$ cat config.mk
export PLATFORM = sky130hd
export DESIGN_NAME = html_text_line_escaper
export DESIGN_NICKNAME = d
export VERILOG_FILES = /design/src/rtl/hles_pkg.sv /design/src/rtl/html_text_line_escaper.sv /design/src/rtl/hles_emitter.sv
export SDC_FILE = /design/constraint.sdc
export NUM_CORES = 1
export LEC_CHECK = 0
export BUFFER_PORTS_ARGS = -buffer_cell sky130_fd_sc_hd__buf_2
export CAP_MARGIN = 20
export CORE_MARGIN = 4
export CORE_UTILIZATION = 60
export CTS_CLUSTER_DIAMETER = 40
export DETAILED_ROUTE_END_ITERATION = 16
export HOLD_SLACK_MARGIN = 0.12
export PLACE_DENSITY = 0.77
export SLEW_MARGIN = 20
export SYNTH_ARGS = -nofsm -noshare
export SYNTH_HDL_FRONTEND = slang
export SYNTH_SLANG_ARGS = --single-unit
export TNS_END_PERCENT = 30
$ cat constraint.sdc
create_clock -name i_clk -period 6.3 [get_ports i_clk]
set_input_delay 1.26 -clock i_clk [delete_from_list [all_inputs] [get_ports i_clk]]
set_output_delay 1.26 -clock i_clk [all_outputs]
set_load 0.01 [all_outputs]
$ cat src/rtl/hles_pkg.sv
// Shared types, codes and text tables for the HTML text line escaper.
// Used by hles_emitter and html_text_line_escaper; no dependencies.

package hles_pkg;

    // Leading part of an output run
    localparam logic [1:0] LEAD_NONE  = 2'd0;
    localparam logic [1:0] LEAD_SPACE = 2'd1;
    localparam logic [1:0] LEAD_NBSP1 = 2'd2;
    localparam logic [1:0] LEAD_NBSP2 = 2'd3;

    // Body part: the escaped form of the text byte
    localparam logic [2:0] BODY_NONE  = 3'd0;
    localparam logic [2:0] BODY_PLAIN = 3'd1;
    localparam logic [2:0] BODY_AMP   = 3'd2;
    localparam logic [2:0] BODY_LT    = 3'd3;
    localparam logic [2:0] BODY_GT    = 3'd4;
    localparam logic [2:0] BODY_QUOT  = 3'd5;
    localparam logic [2:0] BODY_APOS  = 3'd6;
    localparam logic [2:0] BODY_BR    = 3'd7;

    // Emission phases, walked in this order
    localparam logic [1:0] PH_LEAD = 2'd0;
    localparam logic [1:0] PH_BODY = 2'd1;
    localparam logic [1:0] PH_TSP  = 2'd2;
    localparam logic [1:0] PH_TBR  = 2'd3;

    // Character codes
    localparam logic [7:0] CH_SPACE = 8'h20;
    localparam logic [7:0] CH_AMP   = 8'h26;
    localparam logic [7:0] CH_LT    = 8'h3C;
    localparam logic [7:0] CH_GT    = 8'h3E;
    localparam logic [7:0] CH_QUOT  = 8'h22;
    localparam logic [7:0] CH_APOS  = 8'h27;
    localparam logic [7:0] CH_LF    = 8'h0A;
    localparam logic [7:0] CH_NUL   = 8'h00;

    // Entity texts, right-justified in 48 bits
    localparam logic [47:0] STR_AMP  = "&amp;";
    localparam logic [47:0] STR_LT   = "&lt;";
    localparam logic [47:0] STR_GT   = "&gt;";
    localparam logic [47:0] STR_QUOT = "&quot;";
    localparam logic [47:0] STR_APOS = "&#39;";
    localparam logic [47:0] STR_BR   = "<br />";
    localparam logic [47:0] STR_NBSP = "&nbsp;";

    // Plan for the output bytes caused by one input transaction
    typedef struct packed {
        logic [1:0] lead;
        logic [2:0] body;
        logic [7:0] ch;
        logic       tsp;
        logic       tbr;
    } t_plan;

    // Character i of a right-justified string of length len
    function automatic logic [7:0] str_char(logic [47:0] s, logic [2:0] len, logic [2:0] i);
        logic [2:0] k;
        k = len - 3'd1 - i;
        return 8'(s >> {k, 3'b000});
    endfunction

    // Length of one phase of a plan
    function automatic logic [3:0] seg_len(t_plan p, logic [1:0] ph);
        logic [3:0] r;
        r = 4'd0;
        unique case (ph)
            PH_LEAD: begin
                unique case (p.lead)
                    LEAD_NONE:  r = 4'd0;
                    LEAD_SPACE: r = 4'd1;
                    LEAD_NBSP1: r = 4'd6;
                    LEAD_NBSP2: r = 4'd12;
                    default:    r = 4'd0;
                endcase
            end
            PH_BODY: begin
                unique case (p.body)
                    BODY_NONE:  r = 4'd0;
                    BODY_PLAIN: r = 4'd1;
                    BODY_AMP:   r = 4'd5;
                    BODY_LT:    r = 4'd4;
                    BODY_GT:    r = 4'd4;
                    BODY_QUOT:  r = 4'd6;
                    BODY_APOS:  r = 4'd5;
                    BODY_BR:    r = 4'd6;
                    default:    r = 4'd0;
                endcase
            end
            PH_TSP:  r = {3'd0, p.tsp};
            PH_TBR:  r = p.tbr ? 4'd6 : 4'd0;
            default: r = 4'd0;
        endcase
        return r;
    endfunction

    // Output byte at position idx of a phase
    function automatic logic [7:0] seg_char(t_plan p, logic [1:0] ph, logic [3:0] idx);
        logic [7:0] r;
        logic [2:0] i;
        // second &nbsp; of a pair restarts at its first character
        i = (idx >= 4'd6) ? 3'(idx - 4'd6) : idx[2:0];
        r = CH_NUL;
        unique case (ph)
            PH_LEAD: r = (p.lead == LEAD_SPACE) ? CH_SPACE : str_char(STR_NBSP, 3'd6, i);
            PH_BODY: begin
                unique case (p.body)
                    BODY_AMP:  r = str_char(STR_AMP, 3'd5, i);
                    BODY_LT:   r = str_char(STR_LT, 3'd4, i);
                    BODY_GT:   r = str_char(STR_GT, 3'd4, i);
                    BODY_QUOT: r = str_char(STR_QUOT, 3'd6, i);
                    BODY_APOS: r = str_char(STR_APOS, 3'd5, i);
                    BODY_BR:   r = str_char(STR_BR, 3'd6, i);
                    default:   r = p.ch;
                endcase
            end
            PH_TSP:  r = CH_SPACE;
            PH_TBR:  r = str_char(STR_BR, 3'd6, i);
            default: r = CH_NUL;
        endcase
        return r;
    endfunction

endpackage

$ cat src/rtl/html_text_line_escaper.sv
// Top level of the HTML text line escaper: space tracking and plan building.
// Depends on hles_pkg and hles_emitter.
//
// Usage:
//   Input stream (s): one text byte per transaction in tdata, tlast marks
//   the last byte of a line string. Output stream (m): one escaped HTML
//   byte per transaction in tdata, tlast marks the last byte caused by an
//   input byte.
//   Each input byte is turned into a plan (held space, escaped byte,
//   trailing space and line break) that the emitter walks one byte a
//   cycle while the receiver is ready. Output bytes pass through the
//   plan register and then the output register. A new plan is taken
//   only with the last byte of the one before, so plain text flows at
//   one byte per cycle while the receiver is ready, and an entity or
//   line end holds tready low until its last byte. A byte without output
//   (a first space or NUL, not at a line end) does not load the emitter.
//   Reset clears the space flags and empties the emitter and the output
//   register. When the receiver stalls, the output register holds its
//   byte and the emitter and then the input stall behind it.

module html_text_line_escaper (
    input  logic       i_clk,
    input  logic       i_rst_n,
    input  logic       i_s_tvalid,
    output logic       o_s_tready,
    input  logic [7:0] i_s_tdata,   // text_byte[7:0]
    input  logic       i_s_tlast,   // end_of_line
    output logic       o_m_tvalid,
    input  logic       i_m_tready,
    output logic [7:0] o_m_tdata,   // out_byte[7:0]
    output logic       o_m_tlast    // out_final
);

    logic r_space_pending;
    logic r_space_run;
    logic n_space_pending;
    logic n_space_run;

    hles_pkg::t_plan plan;
    logic            plan_ready;
    logic            plan_nonempty;
    logic            accept;

    assign o_s_tready = plan_ready;
    assign accept     = i_s_tvalid && plan_ready;

    // plan and next space flags for the offered byte
    always_comb begin
        n_space_pending = r_space_pending;
        n_space_run     = r_space_run;
        plan.lead = hles_pkg::LEAD_NONE;
        plan.body = hles_pkg::BODY_NONE;
        plan.ch   = i_s_tdata;
        plan.tsp  = 1'b0;
        plan.tbr  = 1'b0;

        if (i_s_tdata == hles_pkg::CH_SPACE) begin
            if (r_space_run) begin
                plan.lead = hles_pkg::LEAD_NBSP1;
            end else if (r_space_pending) begin
                plan.lead       = hles_pkg::LEAD_NBSP2;
                n_space_pending = 1'b0;
                n_space_run     = 1'b1;
            end else begin
                n_space_pending = 1'b1;
            end
        end else if (i_s_tdata != hles_pkg::CH_NUL) begin
            plan.lead       = r_space_pending ? hles_pkg::LEAD_SPACE : hles_pkg::LEAD_NONE;
            n_space_pending = 1'b0;
            n_space_run     = 1'b0;
            case (i_s_tdata)
                hles_pkg::CH_AMP:  plan.body = hles_pkg::BODY_AMP;
                hles_pkg::CH_LT:   plan.body = hles_pkg::BODY_LT;
                hles_pkg::CH_GT:   plan.body = hles_pkg::BODY_GT;
                hles_pkg::CH_QUOT: plan.body = hles_pkg::BODY_QUOT;
                hles_pkg::CH_APOS: plan.body = hles_pkg::BODY_APOS;
                hles_pkg::CH_LF:   plan.body = hles_pkg::BODY_BR;
                default:           plan.body = hles_pkg::BODY_PLAIN;
            endcase
        end

        // line end: flush a held space, append the break
        if (i_s_tlast) begin
            plan.tsp        = n_space_pending;
            plan.tbr        = 1'b1;
            n_space_pending = 1'b0;
            n_space_run     = 1'b0;
        end

        plan_nonempty = (plan.lead != hles_pkg::LEAD_NONE) ||
                        (plan.body != hles_pkg::BODY_NONE) || plan.tsp || plan.tbr;
    end

    // space flags
    always_ff @(posedge i_clk) begin
        if (!i_rst_n) begin
            r_space_pending <= 1'b0;
            r_space_run     <= 1'b0;
        end else if (accept) begin
            r_space_pending <= n_space_pending;
            r_space_run     <= n_space_run;
        end
    end

    hles_emitter u_emitter (
        .i_clk        (i_clk),
        .i_rst_n      (i_rst_n),
        .i_plan_valid (i_s_tvalid && plan_nonempty),
        .o_plan_ready (plan_ready),
        .i_plan       (plan),
        .o_m_tvalid   (o_m_tvalid),
        .i_m_tready   (i_m_tready),
        .o_m_tdata    (o_m_tdata),
        .o_m_tlast    (o_m_tlast)
    );

endmodule

$ cat src/rtl/hles_emitter.sv
// Walks one output plan byte by byte into a registered output stream.
// Depends on hles_pkg (t_plan, phase codes, text tables).

module hles_emitter (
    input  logic                  i_clk,
    input  logic                  i_rst_n,
    input  logic                  i_plan_valid,
    output logic                  o_plan_ready,
    input  hles_pkg::t_plan       i_plan,
    output logic                  o_m_tvalid,
    input  logic                  i_m_tready,
    output logic [7:0]            o_m_tdata,  // out_byte[7:0]
    output logic                  o_m_tlast   // out_final
);

    logic            r_busy;
    hles_pkg::t_plan r_plan;
    logic [1:0]      r_ph;
    logic [3:0]      r_idx;
    logic            r_out_valid;
    logic [7:0]      r_out_byte;
    logic            r_out_last;

    logic [3:0] cur_len;
    logic       at_end;
    logic       has_next;
    logic [1:0] next_ph;
    logic       last;
    logic       emit;
    logic [1:0] first_ph;

    // current phase position and the next nonempty phase
    always_comb begin
        cur_len  = hles_pkg::seg_len(r_plan, r_ph);
        at_end   = (r_idx == cur_len - 4'd1);
        has_next = 1'b0;
        next_ph  = r_ph;
        for (int p = 3; p >= 0; p--) begin
            if ((2'(p) > r_ph) && (hles_pkg::seg_len(r_plan, 2'(p)) != 4'd0)) begin
                has_next = 1'b1;
                next_ph  = 2'(p);
            end
        end
        last = at_end && !has_next;
    end

    // first nonempty phase of an incoming plan
    always_comb begin
        first_ph = hles_pkg::PH_TBR;
        for (int p = 3; p >= 0; p--) begin
            if (hles_pkg::seg_len(i_plan, 2'(p)) != 4'd0) begin
                first_ph = 2'(p);
            end
        end
    end

    assign emit         = r_busy && (!r_out_valid || i_m_tready);
    assign o_plan_ready = !r_busy || (emit && last);

    // plan sequencer
    always_ff @(posedge i_clk) begin
        if (!i_rst_n) begin
            r_busy <= 1'b0;
        end else if (i_plan_valid && o_plan_ready) begin
            r_busy <= 1'b1;
            r_plan <= i_plan;
            r_ph   <= first_ph;
            r_idx  <= 4'd0;
        end else if (emit) begin
            if (last) begin
                r_busy <= 1'b0;
            end else if (at_end) begin
                r_ph  <= next_ph;
                r_idx <= 4'd0;
            end else begin
                r_idx <= r_idx + 4'd1;
            end
        end
    end

    // output register
    always_ff @(posedge i_clk) begin
        if (!i_rst_n) begin
            r_out_valid <= 1'b0;
        end else if (emit) begin
            r_out_valid <= 1'b1;
            r_out_byte  <= hles_pkg::seg_char(r_plan, r_ph, r_idx);
            r_out_last  <= last;
        end else if (i_m_tready) begin
            r_out_valid <= 1'b0;
        end
    end

    assign o_m_tvalid = r_out_valid;
    assign o_m_tdata  = r_out_byte;
    assign o_m_tlast  = r_out_last;

endmodule
# Word level (Yosys, flattened, before mapping)
# Memories as Yosys holds them, arrays and structs flattened. A register that Yosys moved wholly into a read port is not among the register bits.
# Cells that the tools add are included.
[totals]
reg_bits = 34
latch_bits = 0
mem_bits_rw = 0
rom_bits = 72
output_inout_bits = 11
mem_count = 3
[op_classes]
addsub = 6
multipliers = 0
div = 0
order_cmp = 5
n_eq_ne = 24
n_shift = 7
mux = 51
bitwise_logic = 0
n_reduce_logical = 41
[memory_table]
columns = ["memory", "depth", "width", "read_ports", "rd_ports_with_merged_regs", "write_ports", "line", "source"]
rows = [
  ["(name not given)", 8, 3, 1, 0, 0, "hles_pkg.sv:78", "unique case (p.body)"],
  ["(name not given)", 8, 3, 1, 1, 0, "hles_pkg.sv:78", ""],
  ["(name not given)", 8, 3, 1, 1, 0, "hles_pkg.sv:78", ""],
]
[ops]
columns = ["op", "n"]
rows = [
  ["46-bit by 6-bit >> shifter with 8-bit output (first input constant)", 3],
  ["38-bit by 6-bit >> shifter with 8-bit output (first input constant)", 2],
  ["30-bit by 6-bit >> shifter with 8-bit output (first input constant)", 2],
  ["8-bit by 6-bit == test with 1-bit output (second input constant)", 6],
  ["4-bit one-hot mux with 4 select lines", 3],
  ["8-bit one-hot mux with 6 select lines", 1],
  ["8-bit one-hot mux with 4 select lines", 1],
  ["2-bit two-way mux", 14],
  ["1-bit two-way mux", 21],
  ["4-bit nonzero test", 5],
  ["3-bit one-hot mux with 6 select lines", 1],
  ["4-bit two-way mux", 4],
  ["3-bit two-way mux", 5],
  ["2-bit == test (second input constant)", 6],
  ["3-bit == test (second input constant)", 4],
  ["1-bit logical AND", 10],
  ["2-bit nonzero test", 5],
  ["8-bit by 4-bit == test with 1-bit output (second input constant)", 1],
  ["8-bit two-way mux", 1],
  ["2-bit AND reduction", 4],
  ["8-bit nonzero test", 1],
  ["2-bit by 1-bit == test with 1-bit output (second input constant)", 3],
  ["3-bit by 2-bit == test with 1-bit output (second input constant)", 2],
  ["2-bit zero test", 3],
  ["16 further kinds", 26],
]

# Longest topological paths before layout
# Gate-level depths: netlist of the first run.
[depth]
ltp_word = 14
depth_mapped = 17

# Modules after synthesis
# A second synthesis of the first run with hierarchy kept.
[unflattened]
hier_cells = 309
area_unflattened_um2 = 2826.5
[by_module_without_submodules]
columns = ["mod", "instances", "cells_per_inst", "area_per_inst_um2", "seq_area_each_um2"]
rows = [
  ["hles_emitter", 1, 258, 2438.6, 1001.0],
  ["html_text_line_escaper", 1, 51, 387.9, 40.0],
]

# Worst setup path before layout of the first run
# Ideal clock, no wire load.
[synth_path]
kind = "input-to-reg"
from = "in i_s_tdata[5]"
to = "reg (tool-made name)"
setup_time_ns = 0.115
arrival_time_ns = 4.736
t_required_ns = 6.185
setup_slack_ns = 1.449
cell_stages = 15
path_cell_list = "clkbuf_1 -> and3_1 -> a21oi_1 -> nor3_1 -> a21oi_1 -> inv_1 -> ha_1 -> inv_1 -> o41ai_1 -> nor2_2 -> mux2_1 -> ha_1 -> or3b_2 -> o221a_2 -> o21a_1"
[synth_lines]
columns = ["item", "line", "source"]
rows = [
  ["start, declared", "html_text_line_escaper.sv:26", "input logic [7:0] i_s_tdata,"],
]

==> flow_summary.toml, run 1 <==
[yosys]
synth_enable_flop_cells = 30
yosys.cell_count.top_type = "edfxtp_1"
syn_avg_cell_area_um2 = 8.84
synth_flop_cell = "edfxtp_1"
synthesis.nets = 351
synth_commonest_cells = "edfxtp_1, nand2_1, nor2_1"
ys_async_sr_fraction = 0
synth_area_leaders = "edfxtp_1, ha_1, dfxtp_1"
synth_top_area_share = 0.318
ys_seq_elements = 37
yosys_warnings = 0
synth_area_um2 = 2840
yosys.area.top_type = "edfxtp_1"
synthCells = 321
seq_area_frac_synth = 0.367
synth.distinct_cells = 64

[clocking]
clock_sinks = 37
clk_latency_ns = 0.30
cts-root-buf = "clkbuf_8"
path_clk_slew_ns = 0.08
clockBufferDepth = 2
cts_made_buffers = 5
cts_max_level = 2
cts.repair.resized = 0
cts_tree = "done"
ctsHoldBuffers = 0
postCtsSetupRepairBufs = 0

[floorplanning]
die_y_um = 76.8
die_w_um = 76.8
fp.dieArea_um2 = 5890
rows = 24
core_area_um2 = 4470
io_pins = 24
start_util = 0.634

[critical_path]
cp.arrival_ns = 5.23
end_kind = "flop"
crit_type = "input port to flop"
max_stage_delay_ns = 0.72
cp.required_ns = 6.49
setup.worst_path.start_class = "input port"
crit_chain = "buf_2 -> nor3b_1 -> inv_1 -> o41ai_1 -> a32o_1 -> inv_1 -> ha_1 -> inv_1 -> o41ai_1 -> buf_4 -> nor2_2 -> mux2_1 -> ha_1 -> or3b_2 -> o221a_2 -> o21a_1"
cp.buffers_inverters = 5
slowest_stage = "nor2_2"
path_common_cell = "inv_1"
cp_max_fo = 20
crit_family = "simple AND/OR/NAND/NOR gates"

[grt]
grt_overflow = 0
gr-max-usage-layer = "met2"
antenna_found_initial = 0
grt_util_met3 = 0.0445
grt_pass1_vias = 2347
grt_usage = 0.232
use_met1 = 0.299
grt_use_met2 = 0.390
grt_max_degree = 24
grt_pass1_wl_um = 11100

[timing]
slew_viol_final = 0
min_period_ns = 5.05
relSlewSlack = 0.360
fin_tns_setup_ns = 0
rsz0062_at_grt = "no"
fin_skew_ns = 0.00924
finalHoldViolations = 0
worst_slew_pin_slew_ns = 0.958
setup_viol = 0
min_period_over_period = 0.801
holdWs_ns = 0.544
clock.fmax_mhz = 198

[pwr]
power_per_cell_area_nw_per_um2 = 227
peakVddDrop_mv = 0.130
p_leak_uw = 0.00112

[detailed_routing]
drt_iter0_drc = 311
routedWlPerCell_um = 17.2
via_count = 2515
drt_pre_antenna_iters = 5
ant_nets = 0
via_per_inst = 6.48
drt-total-wl_um = 6660
drc_errors = 0

[outcome]
status = "finished clean"

[placed_design]
placedInstanceArea_um2 = 2960
hpwl_um = 4930
dp.cells = 380
place.gp.congestion = 0.910
io_buffers = 23

[layout]
diodes = 0
final_core_util = 0.686
postLayoutCellArea_um2 = 3070
nets = 365
syn_to_final_growth_pct = 8.20
layout-drive-gt1-share = 0.131
stdcell_count = 388

[flow_run]
drv_cap = 0

[worst_hold_path]
min_path_type = "flop to flop"
-- through the flow --
step / total power, uW / setup WS, ns
detailed placement: 492 / 0.974
finish: 696 / 1.25
CTS: 695 / 1.27
global route: 734 / 0.987
floorplan: 445 / 1.45
global placement: 490 / 1.08
-- report_power, final --
group	total [uW]	switching, uW	internal, uW
Clock	206	89.0	117
Combinational	189	115	74.2
Sequential	301	18.1	282
-- layer usage --
metal  vias to the layer above  wire [um]  part of all wire
met5                         -          0                 0
met4                         0         99             0.015
met3                        13        372             0.056
met2                        96       3180              0.48
met1                      1162       3010              0.45
li1                       1244          -                 -
-- cells by family (layout without fill, tap and decap cells) --
group                    count (synthesis)  after routing  synth area share
multiplexers                             8              8            0.0296
AND/OR/NAND/NOR                        112            112             0.202
buffers and inverters                   33             48            0.0441
XOR/XNOR                                 5              5            0.0154
flip-flops                              37             37             0.367
AO/OA/AOI/OAI                          109            109             0.267
adder cells (fa/ha/maj)                 17             17            0.0750
-- cell type report --
class | count | area, um^2
inverter | 16 | 60.1
tap | 52 | 65.1
clock inverter | 3 | 41.3
fill | 382 | 1410
multi-input combinational | 251 | 1670
clock buffer | 5 | 68.8
timing repair buffer | 24 | 123
sequential | 37 | 1040
-- worst paths after layout --
| kind | from | to | slack (ns) | cells past startpoint |
|---|---|---|---|---|
| worst max-delay path | i_s_tdata[7] | flop | 1.25 | 16 |
| worst max register to register | u_emitter.r_ph[1] | flop | 1.50 | 11 |
| worst min register to register | u_emitter.r_plan[9] | u_emitter.o_m_tdata[7] | 0.54 | 1 |
| worst min-delay path | u_emitter.r_plan[9] | u_emitter.o_m_tdata[7] | 0.54 | 1 |
-- registers in the layout, indices dropped and copies added, names as in the netlist, named ones only --
name                  flops
u_emitter.o_m_tdata       8
r_space_run               1
u_emitter.r_idx           4
u_emitter.o_m_tvalid      1
u_emitter.r_ph            2
r_space_pending           1
u_emitter.o_m_tlast       1
u_emitter.r_plan         15
u_emitter.r_busy          1
-- placed cells by master, fill, tap and decap left out, types with 4 or more instances in the layout --
master	Yosys	layout
a211oi_1	4	4
a21oi_1	25	25
a31oi_1	4	4
and2_1	4	4
buf_2	1	23
clkbuf_8	0	5
dfxtp_1	7	7
edfxtp_1	30	30
ha_1	17	17
inv_1	15	15
mux2i_1	5	5
nand2_1	28	28
nand2b_1	5	5
nand3_1	8	8
nor2_1	27	27
nor2b_1	7	7
nor3_1	8	8
o21ai_0	25	25
o22ai_1	5	5
o31ai_1	6	6
(Power assumes the default switching activity.)
==> inputs of run 2 (changes only) <==
Settings changed: CORE_UTILIZATION 60 to 54, PLACE_DENSITY 0.77 to 0.73.
Clock period 6.3 ns to 4.35 ns, I/O delays scaled along.
==> run 2 against run 1 <==
Effect of this change: flip-flop and latch count stayed put; sequential share of layout area is 1.3 points lower; cell count is 7.7% higher; count of clock-buffer cells in the layout is 2 higher; power is 45% higher; critical path depth is 5 lower; register-to-register slack worse by 1.2 ns; hold slack worse by 0.0065 ns; worst setup slack worse by 0.92 ns.
==> flow_summary.toml, run 2 (synthesized netlist as in run 1, its figures left out) <==
[floorplanning]
io_pins = 24
start_util = 0.555
die_y_um = 80.5
die_w_um = 80.5
rows = 26
core_area_um2 = 5110
fp.dieArea_um2 = 6480

[layout]
largest_reg_flops = 15
regArea_um2 = 1040
layout-drive-gt1-share = 0.167
final_cell_mix = "edfxtp_1, nand2_1, nor2_1, a21oi_1, o21ai_0"
nets = 377
fillCellCount = 452
final_core_util = 0.625
regMostFlops = "u_emitter.r_plan"
multiInputGateArea_um2 = 1680
layout_commonest_cell = "edfxtp_1"
syn_to_final_growth_pct = 12.6
diodes = 0
stdcell_count = 418

[critical_path]
slowest_stage = "or4_1"
setup.worst_path.start_class = "flop"
r2r_start = "u_emitter.r_ph[0]"
crit_family = "simple AND/OR/NAND/NOR gates"
cp.required_ns = 4.54
crit_type = "flop to flop"
reg2regPathDepth = 11
cp.buffers_inverters = 0
cp_max_fo = 8
cp.arrival_ns = 4.21
max_stage_delay_ns = 0.53
end_kind = "flop"
rrSetupSlack_ns = 0.33
crit_chain = "and3b_1 -> or4_1 -> a211o_1 -> a2111oi_4 -> a21boi_2 -> nor2_2 -> mux2_1 -> ha_1 -> or3b_2 -> o221a_2 -> o21a_1"

[detailed_routing]
routedWlPerCell_um = 15.3
ant_nets = 0
drc_errors = 0
drt_pre_antenna_iters = 5
drt-total-wl_um = 6410
via_per_inst = 6.14
via_count = 2567
drt_iter0_drc = 310

[placed_design]
place.gp.congestion = 0.906
dp.cells = 410
hpwl_um = 4790
pre_cts_ws_ns = 0.161
io_buffers = 23

[clocking]
cts_max_level = 2
cts_made_buffers = 5
clock_sinks = 37
postCtsSetupRepairBufs = 0
clockBufferDepth = 2
cts.repair.resized = 0
cts_tree = "done"
ctsHoldBuffers = 0
cts-root-buf = "clkbuf_8"
clk_latency_ns = 0.29
path_clk_slew_ns = 0.08

[worst_hold_path]
worstHoldStart = "u_emitter.r_plan[9]"
min_path_type = "flop to flop"
hold_depth = 1
holdPathEnd = "u_emitter.o_m_tdata[7]"

[grt]
grt_max_degree = 24
antenna_found_initial = 0
grt_pass1_wl_um = 11000
grt_pass1_vias = 2372
grt_overflow = 0
grt_usage = 0.216

[timing]
rsz0062_at_grt = "no"
worst_slew_pin_slew_ns = 0.722
worst_slack_ns = 0.332
slew_viol_final = 0
relSlewSlack = 0.517
clock.fmax_mhz = 249
setup_viol = 0
finalHoldViolations = 0
fin_tns_setup_ns = 0
fin_skew_ns = 0.00962
min_period_ns = 4.02
min_period_over_period = 0.924

[pwr]
power_per_cell_area_nw_per_um2 = 316
p_leak_uw = 0.00119
peakVddDrop_mv = 0.163
totalPowerFinal_uw = 1010

[outcome]
status = "finished clean"

[flow_run]
drv_cap = 0
[run 2: cell types whose count changed in the layout (fill, tap and decap cells not counted), sizes merged]
cell / delta
clkinvlp: -1
clkbuf: +2
buf: +12
bufinv: -1
clkinv: -1
inv: +1
[run 2: report_power, final]
group | internal [uW] | leakage (uW) | switching (uW)
Sequential | 409 | 0.000335 | 19.9
Combinational | 116 | 0.000792 | 172
Clock | 164 | 0.0000599 | 130
[run 2: how the worst max path moves through the flow]
stage	from	to	slack, ns	depth (start not counted)
3_5_place_dp	i_s_tdata[7]	flop	0.16	16
4_1_cts	u_emitter.r_ph[0]	flop	0.33	11
2_1_floorplan	i_s_tdata[7]	flop	0.05	14
5_1_grt	u_emitter.r_ph[0]	flop	0.10	11
6_report	u_emitter.r_ph[0]	flop	0.33	11
3_3_place_gp	i_s_tdata[7]	flop	0.26	16
[run 2: per-layer routing]
| layer | routed length, um | GRT usage |
|---|---|---|
| met4 | 120 | 0.0726 |
| met3 | 376 | 0.0348 |
| met5 | 0 | 0 |
| met1 | 2910 | 0.289 |
| met2 | 3000 | 0.353 |
[run 2: final cells by class]
| class | count | area share |
|---|---|---|
| Multi-Input combinational cell | 251 | 0.525 |
| Sequential cell | 37 | 0.326 |
| Timing Repair Buffer | 36 | 0.0666 |
| Clock buffer | 7 | 0.0337 |
| Tap cell | 70 | 0.0274 |
| Inverter | 16 | 0.0188 |
| Clock inverter | 1 | 0.00196 |
[run 2: per-stage QoR]
| step | instance area (um^2) | hold WS, ns |
|---|---|---|
| final | 3190 | 0.537 |
| after global routing | 3190 | 0.574 |
| after CTS | 3190 | 0.539 |
| after detailed placement | 3080 | 0.533 |
| after global placement | 3080 | 0.528 |
| after floorplan | 2840 | 0.511 |
==> inputs of run 3 (changes only) <==
Settings changed: CORE_UTILIZATION 54 to 28, PLACE_DENSITY 0.73 to 0.42.
==> run 3 against run 2 <==
Effect of this change: hold slack better by 0.0097 ns; via count is 2.8% lower; clock power up 6%; critical path depth is the same.
==> flow_summary.toml, run 3 (synthesized netlist as in run 1, its figures left out) <==
[outcome]
status = "finished clean"

[detailed_routing]
ant_nets = 0
drt_pre_antenna_iters = 5
drt-total-wl_um = 7920
drt_iter0_drc = 138
routedWlPerCell_um = 16.5
via_per_inst = 5.21
via_count = 2495
drc_errors = 0

[clocking]
cts-root-buf = "clkbuf_8"
postCtsSetupRepairBufs = 0
cts_max_level = 2
cts_tree = "done"
path_clk_slew_ns = 0.08
clockBufferDepth = 2
cts.repair.resized = 0
cts_made_buffers = 5
clock_sinks = 37
clk_latency_ns = 0.30
ctsHoldBuffers = 0

[layout]
fillCellCount = 1094
layout-drive-gt1-share = 0.159
nets = 375
diodes = 0
syn_to_final_growth_pct = 14.7
final_core_util = 0.331
largest_reg_flops = 15
regMostFlops = "u_emitter.r_plan"
layout_commonest_cell = "edfxtp_1"
final_cell_mix = "edfxtp_1, nand2_1, nor2_1, a21oi_1, o21ai_0"

[timing]
relSlewSlack = 0.506
min_period_over_period = 0.896
slew_viol_final = 0
worst_slew_pin_slew_ns = 0.739
rsz0062_at_grt = "no"
min_period_ns = 3.90
fin_skew_ns = 0.00800
fin_tns_setup_ns = 0
finalHoldViolations = 0
clock.fmax_mhz = 256
setup_viol = 0

[floorplanning]
fp.dieArea_um2 = 11800
die_w_um = 109
core_area_um2 = 9820
rows = 36
die_y_um = 109
io_pins = 24
start_util = 0.289

[pwr]
p_int_uw = 693
sw_frac_of_total = 0.331
power_per_cell_area_nw_per_um2 = 318
switchingPower_uw = 343
p_leak_uw = 0.00117
p_seq_frac = 0.415
p_comb_frac = 0.285
peakVddDrop_mv = 0.106
pwr-share-clk = 0.300

[worst_hold_path]
hold_depth = 1
min_path_type = "flop to flop"

[critical_path]
reg2regPathDepth = 11
cp.arrival_ns = 4.10
slowest_stage = "or4_1"
crit_family = "simple AND/OR/NAND/NOR gates"
crit_chain = "and3b_1 -> or4_1 -> a211o_1 -> a2111oi_4 -> a21boi_2 -> nor2_2 -> mux2_1 -> ha_1 -> or3b_2 -> o221a_2 -> o21a_1"
cp.buffers_inverters = 0
cp.required_ns = 4.55
setup.worst_path.start_class = "flop"
cp_max_fo = 8
rrSetupSlack_ns = 0.45
max_stage_delay_ns = 0.53
crit_type = "flop to flop"
worst-path-stages = 11
end_kind = "flop"

[placed_design]
place.gp.congestion = 0.869
io_buffers = 23
hpwl_um = 5960

[grt]
grt_usage = 0.143
grt_pass1_wl_um = 13100
antenna_found_initial = 0
grt_overflow = 0
grt_pass1_vias = 2437
grt_max_degree = 24

[flow_run]
drv_cap = 0
run 3: cell count changes in the layout (fill, tap and decap cells not counted):
cell / before / now
inv_4: 1 / 0
clkinvlp_4: 0 / 1
buf_4: 13 / 11
clkbuf_8: 6 / 5
bufinv_16: 0 / 1
clkbuf_16: 1 / 0
clkinv_1: 1 / 2
run 3: final timing paths:
kind | startpoint | endpoint
setup / recovery | u_emitter.r_ph[1] | flop
hold / removal | u_emitter.r_plan[9] | u_emitter.o_m_tdata[7]
setup reg to reg | u_emitter.r_ph[1] | flop
hold reg to reg | u_emitter.r_plan[9] | u_emitter.o_m_tdata[7]
run 3: area by class of cell:
cell class / instances / area, um^2 / area share
inverters: 16 / 60.1 / 0.0185
well taps: 133 / 166 / 0.0512
flip-flops and latches: 37 / 1040 / 0.320
repair buffers: 34 / 198 / 0.0608
clock buffers: 5 / 68.8 / 0.0212
multi-input cells: 251 / 1680 / 0.516
clock inverters: 3 / 41.3 / 0.0127
run 3: worst register-to-register path, stage by stage (launching register included):
cell and delay [ns]:
edfxtp_1 0.49, and3b_1 0.24, or4_1 0.53, a211o_1 0.34
a2111oi_4 0.40, a21boi_2 0.13, nor2_2 0.20, mux2_1 0.34
ha_1 0.31, or3b_2 0.45, o221a_2 0.29, o21a_1 0.10
run 3: power by group through the flow:
stage	combinational, uW	clock, uW	sequential (uW)
after CTS	296	318	430
after floorplan	216	0	429
after detailed placement	294	0	438
final	295	311	430
after global routing	330	337	434
after global placement	296	0	438
run 3: per-stage QoR:
step / cells / power, uW / hold slack (ns) / area (um^2) / setup WS, ns
after CTS: 479 / 1040 / 0.555 / 3250 / 0.427
after global routing: 479 / 1100 / 0.565 / 3250 / 0.106
after detailed placement: 471 / 732 / 0.536 / 3140 / 0.159
after floorplan: 321 / 645 / 0.511 / 2840 / 0.0532
after global placement: 471 / 734 / 0.541 / 3140 / 0.228
final: 479 / 1040 / 0.547 / 3250 / 0.451
run 3: per-layer routing:
layer	wire length, um	vias to the layer above	track usage
met5	0	-	0
met1	3840	1196	0.194
li1	-	1255	-
met4	136	0	0.0451
met2	3700	36	0.231
met3	241	8	0.0237
